File: src/rtl/dwt_pkg.sv
// Shared widths and fixed-point constants for the detent wheel tracker.
package dwt_pkg;

  localparam int unsigned AngleBits = 16;
  localparam int unsigned Detents   = 48;

  localparam int unsigned TargetW = AngleBits + 1;
  localparam int unsigned IndexW  = 6;
  localparam int unsigned HidW    = 10;

  localparam int unsigned InDataW  = 16;
  localparam int unsigned OutDataW = 40;

  // Snap arithmetic: position times detent count plus half a turn.
  localparam int unsigned SnapW = TargetW + IndexW;

  // Divide-by-three reciprocals, exact for operands below 2**RecipShiftT
  // and 2**RecipShiftH respectively.
  localparam int unsigned RecipShiftT = 19;
  localparam logic [17:0] RecipT      = 18'd174763;
  localparam int unsigned RecipShiftH = 17;
  localparam logic [15:0] RecipH      = 16'd43691;

  localparam logic [IndexW-1:0]  MaxIndex = IndexW'(Detents);
  localparam logic [TargetW-1:0] FullTurn = TargetW'(1) << AngleBits;

  typedef logic [AngleBits-1:0] angle_t;
  typedef logic [TargetW-1:0]   pos_t;
  typedef logic [IndexW-1:0]    index_t;
  typedef logic [HidW-1:0]      hid_t;

endpackage

File: src/rtl/detent_wheel_tracker.sv
// Top level of the detent wheel tracker: four-stage stream pipeline.
// Beats pass the input, tracking, snapping and output registers in order.
// Throughput: one beat per cycle while m_axis_tready is high; each stage holds
// one beat, and the ready chain lets empty stages fill while the output waits.
// Reset (asynchronous, active low) empties the pipeline and clears the
// tracker state, so the next beat is treated as the first sample.
module detent_wheel_tracker (
  input  logic        clk_i,
  input  logic        rst_ni,
  input  logic        s_axis_tvalid,
  output logic        s_axis_tready,
  // Fields from bit 0 up: measured_angle[15:0].
  input  logic [dwt_pkg::InDataW-1:0]  s_axis_tdata,
  output logic        m_axis_tvalid,
  input  logic        m_axis_tready,
  // Fields from bit 0 up: target_angle[16:0], snap_index[22:17],
  // scaled_level[32:23], zero fill [39:33].
  output logic [dwt_pkg::OutDataW-1:0] m_axis_tdata,
  // Fields from bit 0 up: target_changed[0].
  output logic        m_axis_tuser
);
  import dwt_pkg::*;

  // Per-stage valid bits and the backward ready chain.
  logic v1_q, v2_q, v3_q, v4_q;
  logic rdy1, rdy2, rdy3, rdy4;

  assign rdy4 = !v4_q || m_axis_tready;
  assign rdy3 = !v3_q || rdy4;
  assign rdy2 = !v2_q || rdy3;
  assign rdy1 = !v1_q || rdy2;
  assign s_axis_tready = rdy1;

  // Stage 1: input register.
  angle_t a1_q;

  // Stage 2: position tracking, with the tracker state updated as a beat
  // moves from stage 1 into stage 2.
  logic   started_q;
  angle_t prev_q;
  pos_t   track_q;
  pos_t   pos2_q, pos2_d;
  logic   first2_q;

  // Stage 3: detent snapping and the change test.
  index_t cur_q;
  index_t idx3_q, idx3_d;
  logic   chg3_q;

  // Stage 4: output register.
  pos_t   tgt4_q;
  index_t idx4_q;
  hid_t   hid4_q;
  logic   chg4_q;

  pos_t   tgt_w;
  hid_t   hid_w;

  logic signed [AngleBits:0]   diff;
  logic signed [AngleBits+1:0] dwrap;
  logic signed [AngleBits+2:0] psum;
  logic [SnapW-1:0]            snap;
  logic [IndexW:0]             idx_raw;

  // Shortest-way difference, then a saturating add onto the tracked position.
  // A difference of exactly half a turn is left as it is.
  always_comb begin
    diff  = $signed({1'b0, a1_q}) - $signed({1'b0, prev_q});
    dwrap = (AngleBits+2)'(diff);
    if (dwrap > $signed((AngleBits+2)'(FullTurn >> 1))) begin
      dwrap = dwrap - $signed((AngleBits+2)'(FullTurn));
    end else if (dwrap < -$signed((AngleBits+2)'(FullTurn >> 1))) begin
      dwrap = dwrap + $signed((AngleBits+2)'(FullTurn));
    end
    psum = $signed({2'b00, track_q}) + (AngleBits+3)'(dwrap);
    priority if (!started_q) begin
      pos2_d = {1'b0, a1_q};
    end else if (psum < 0) begin
      pos2_d = '0;
    end else if (psum > $signed((AngleBits+3)'(FullTurn))) begin
      pos2_d = FullTurn;
    end else begin
      pos2_d = psum[TargetW-1:0];
    end
  end

  // Nearest detent with ties rounding up: (pos * 48 + half turn) >> 16.
  // The multiply by 48 is two shifted adds.
  always_comb begin
    snap = SnapW'({pos2_q, 5'd0}) + SnapW'({pos2_q, 4'd0}) + SnapW'(FullTurn >> 1);
    idx_raw = snap[SnapW-1:AngleBits];
    if (idx_raw > (IndexW+1)'(MaxIndex)) begin
      idx3_d = MaxIndex;
    end else begin
      idx3_d = idx_raw[IndexW-1:0];
    end
  end

  dwt_quant u_quant (
    .idx_i    (idx3_q),
    .target_o (tgt_w),
    .hid_o    (hid_w)
  );

  always_ff @(posedge clk_i or negedge rst_ni) begin
    if (!rst_ni) begin
      v1_q      <= 1'b0;
      v2_q      <= 1'b0;
      v3_q      <= 1'b0;
      v4_q      <= 1'b0;
      started_q <= 1'b0;
      prev_q    <= '0;
      track_q   <= '0;
      cur_q     <= '0;
    end else begin
      if (rdy1) begin
        v1_q <= s_axis_tvalid;
      end
      if (rdy2) begin
        v2_q <= v1_q;
        if (v1_q) begin
          started_q <= 1'b1;
          prev_q    <= a1_q;
          track_q   <= pos2_d;
        end
      end
      if (rdy3) begin
        v3_q <= v2_q;
        if (v2_q) begin
          cur_q <= idx3_d;
        end
      end
      if (rdy4) begin
        v4_q <= v3_q;
      end
    end
  end

  // Payload registers load only when a beat moves into them.
  always_ff @(posedge clk_i) begin
    if (rdy1 && s_axis_tvalid) begin
      a1_q <= s_axis_tdata[AngleBits-1:0];
    end
    if (rdy2 && v1_q) begin
      pos2_q   <= pos2_d;
      first2_q <= !started_q;
    end
    if (rdy3 && v2_q) begin
      idx3_q <= idx3_d;
      chg3_q <= first2_q || (idx3_d != cur_q);
    end
    if (rdy4 && v3_q) begin
      tgt4_q <= tgt_w;
      idx4_q <= idx3_q;
      hid4_q <= hid_w;
      chg4_q <= chg3_q;
    end
  end

  assign m_axis_tvalid = v4_q;
  assign m_axis_tuser  = chg4_q;
  assign m_axis_tdata  = {(OutDataW-TargetW-IndexW-HidW)'(0), hid4_q, idx4_q, tgt4_q};

endmodule

File: src/rtl/dwt_quant.sv
// Maps a detent index to its target angle and its 0..1023 scaled value.
module dwt_quant (
  input  dwt_pkg::index_t idx_i,
  output dwt_pkg::pos_t   target_o,
  output dwt_pkg::hid_t   hid_o
);
  import dwt_pkg::*;

  // target = (idx * 65536 + 24) / 48 = (idx * 4096 + 1) / 3.
  logic [17:0] t_num;
  logic [35:0] t_prod;
  // hid = (idx * 1023) / 48 = ((idx * 1023) >> 4) / 3.
  logic [15:0] h_mul;
  logic [11:0] h_num;
  logic [27:0] h_prod;

  always_comb begin
    t_num  = {idx_i, 12'd0} + 18'd1;
    t_prod = 36'(t_num) * 36'(RecipT);
    target_o = TargetW'(t_prod >> RecipShiftT);

    h_mul  = {idx_i, 10'd0} - 16'(idx_i);
    h_num  = h_mul[15:4];
    h_prod = 28'(h_num) * 28'(RecipH);
    hid_o  = HidW'(h_prod >> RecipShiftH);
  end

endmodule
File: config.mk
export PLATFORM = sky130hd
export DESIGN_NAME = detent_wheel_tracker
export DESIGN_NICKNAME = d
export VERILOG_FILES = /design/src/rtl/dwt_pkg.sv /design/src/rtl/detent_wheel_tracker.sv /design/src/rtl/dwt_quant.sv
export SDC_FILE = /design/constraint.sdc
export NUM_CORES = 1
export LEC_CHECK = 0
export ABC_AREA = 1
export CORE_MARGIN = 5
export CORE_UTILIZATION = 30
export DETAILED_ROUTE_END_ITERATION = 12
export DONT_BUFFER_PORTS = 1
export SYNTH_ARGS = -nofsm -noshare
export SYNTH_HDL_FRONTEND = slang
export SYNTH_SLANG_ARGS = --single-unit
File: constraint.sdc
create_clock -name clk_i -period 7.9 [get_ports clk_i]
set_input_delay 1.58 -clock clk_i [delete_from_list [all_inputs] [get_ports clk_i]]
set_output_delay 1.58 -clock clk_i [all_outputs]
set_load 0.005 [all_outputs]
==> results.yml <==
outcome:
  status: "completed"
routing:
  vias: 9747
  drc: 0
  drt_iter0_drc: 347
  drt_wl_total_um: 27200
  wl_per_cell_um: 13.0
  vias_per_cell: 4.64
  ant_nets: 0
  firstDrtPassIters: 5
worst_hold_path:
  min_path_type: "flop to flop"
  hp-start: "v2_q"
critical_path:
  cp_max_fo: 9
  cp_slowest_stage_delay_ns: 0.58
  r2r-start: "idx3_q[1]"
  crit_path_start_kind: "flop"
  worstPathArrival_ns: 6.80
  startpoint: "idx3_q[1]"
  critPathMostFrequentCell: "inv_1"
  critPathKind: "flop to flop"
  crit_path_top_delay_cell: "edfxtp_1"
  crit_path_end_kind: "flop"
  worstPathCellList: "inv_1, ha_1, inv_1, nor2_1, nand3_1, nand2_1, xor2_1, ha_1, inv_1, fa_1, fa_1, inv_1, fa_1, inv_1, fa_1, inv_1, ha_1, nand4_1, nor2_1, nand2_1, o21ai_0, nand4_1, nand2_1, xor2_1"
  required_ns: 8.09
grt:
  met1_usage_pct: 15.3
  antenna_found_initial: 0
  grt_max_degree: 64
  grt_pass1_vias: 10000
  track_usage_pct: 12.2
  grtUsageMet2_pct: 21.3
  globalRouteOverflowTotal: 0
  top_usage_layer: "met2"
  met3_usage_pct: 2.50
  grt_first_pass_wirelength_um: 46800
layout:
  fin_nets: 1863
  postLayoutCellArea_mm2: 0.0138
  areaGrowthSynthToFinish_pct: 9.44
  drive_above_1_share_pct: 3.65
  n_antenna_cell: 0
cts:
  cts_tree: "done"
  cts.htree.levels: 4
  cts.hold.buffers_added: 0
  post-cts-setup-buffers: 0
  ctsLongestPathBuffers: 2
  cts_buffers: 17
  insertion_delay_ns: 0.44
  cts.clk_slew.worst_paths_ns: 0.06
  clkSinkCount: 119
  ctsResizeCount: 0
  cts_root_buf: "clkbuf_16"
place:
  place_area_mm2: 0.0132
  place_ws_ns: 1.39
  io_buffers: 0
  dp_hpwl_um: 22200
  place_congestion: 0.905
synth:
  ys_types: 46
  ys_async_sr_fraction_pct: 37.0
  ys_warn_count: 0
  syn-cell-area_mm2: 0.0126
  synth_flop_cell: "edfxtp_1"
  syn_inst: 1541
  yosysSeqAreaShare_pct: 26.5
  ys_seq_elements: 119
  postSynthAreaPerCell_um2: 8.20
  synth_edf_count: 75
timing:
  maxSlewHeadroom_pct: 28.1
  rsz0062_at_grt: "no"
  skew_ns: 0.0112
  worst_slack_ns: 1.29
  fin_crit_ns: 6.61
  setup-tns-final_ns: 0
  period_share_pct: 83.7
  max_freq_mhz: 151
  report.final.hold_viol_count: 0
  setup_violations: 0
  slew_violations: 0
  worstMarginPinSlew_ns: 1.08
floorplanning:
  die-area_mm2: 0.0463
  die_h_um: 215
  fp.dieW_um: 215
  fp.coreArea_mm2: 0.0419
  ios: 63
  start_util_pct: 30.2
  fp-row-count: 75
run:
  max_cap_viol_count: 0
[sequential cells by signal, summed over array words and instances (netlist names)]
register,cells
a1_q,16
started_q,1
prev_q,16
chg3_q,1
tgt4_q,17
m_axis_tuser,1
v1_q,1
hid4_q,10
idx4_q,6
v3_q,1
m_axis_tvalid,1
track_q,17
idx3_q,6
first2_q,1
pos2_q,17
cur_q,6
v2_q,1
[path summary, 6_finish.rpt]
kind	end	slack [ns]	depth (start not counted)
max	hid4_q[8]	1.29	24
min	v3_q	0.47	2
max reg2reg	hid4_q[8]	1.29	24
min reg2reg	v3_q	0.47	2
max in group asynchronous	m_axis_tvalid	6.98	0
min in group asynchronous	track_q[11]	0.83	0
[through the flow]
stage	instances	hold slack, ns	utilization (%)
after global placement	2070	0.457	31.6
after detailed placement	2070	0.459	31.6
after global routing	2102	0.496	33.1
final	2102	0.471	33.1
after floorplan	1547	0.400	-
after CTS	2102	0.472	33.1
[cell usage after synthesis, types with 7 or more instances]
library cell / number / share of area (%)
buf_4: 8 / 0.48
ha_1: 231 / 23
nand3b_1: 7 / 0.42
o21bai_1: 7 / 0.42
nand4_1: 36 / 1.8
edfxtp_1: 75 / 18
nand2_2: 8 / 0.40
xor2_1: 34 / 2.4
nor3_1: 10 / 0.40
nand2_1: 365 / 11
nor2_1: 66 / 2.0
xnor2_1: 16 / 1.1
a21oi_1: 77 / 3.0
inv_1: 311 / 9.2
dfrtp_1: 44 / 8.7
nor2_2: 7 / 0.35
nand3_1: 68 / 2.7
o21ai_0: 51 / 2.0
fa_1: 62 / 9.8
[critical path, delay by kind of cell, from the launching register on]
kind / cells / cell delay, ns
AO/OA/AOI/OAI: 1 / 0.51
XOR/XNOR: 2 / 0.37
adder cells (fa/ha/maj): 7 / 3.05
buffers and inverters: 6 / 0.52
flip-flops: 1 / 0.58
AND/OR/NAND/NOR: 8 / 1.31
[per-layer routing]
layer  share of wire [%]  routed length [um]
met2                  49               13300
met1                  46               12600
met3                 3.3                 910
met4                 1.4                 381
met5                   0                   0
[cell families after synthesis]
family	share of synthesized area [%]
DFF	26.5
adders and majority gates	32.7
buffers and inverters	10.3
xor gates and xnor gates	3.59
and+or+nand+nor	19.4
other	0.0297
AOI/OAI and AO/OA	7.39
[placed cells by master (no fill, tap or decap), drive strengths merged, types with 2 or more instances in the layout]
cell type  instances
o21a               4
o211ai             2
bufinv             3
clkinv             5
xor2              35
fa                62
o21bai             7
nand3b             7
nand2            374
o31ai              3
dfrtp             44
a21oi             79
inv              317
a21boi             6
xnor2             16
a31oi              4
nor4               4
ha               231
a211oi             2
edfxtp            75
and2               3
nor3              10
nand3             69
conb               7
o21ai             51
nand4             36
nor2              73
clkbuf            24
o221ai             3
[area by class of cell]
| cell class | instances | area, um^2 |
|---|---|---|
| Timing Repair Buffer | 1 | 7.51 |
| Sequential cell | 119 | 3350 |
| Multi-Input combinational cell | 1093 | 8010 |
| Fill cell | 4373 | 28000 |
| Clock buffer | 24 | 472 |
| Clock inverter | 8 | 121 |
| Inverter | 318 | 1190 |
| Tap cell | 539 | 674 |
Power is left out: the tool's default activity adds up to more than one toggle a clock period on the data nets, which glitch-free logic cannot reach.
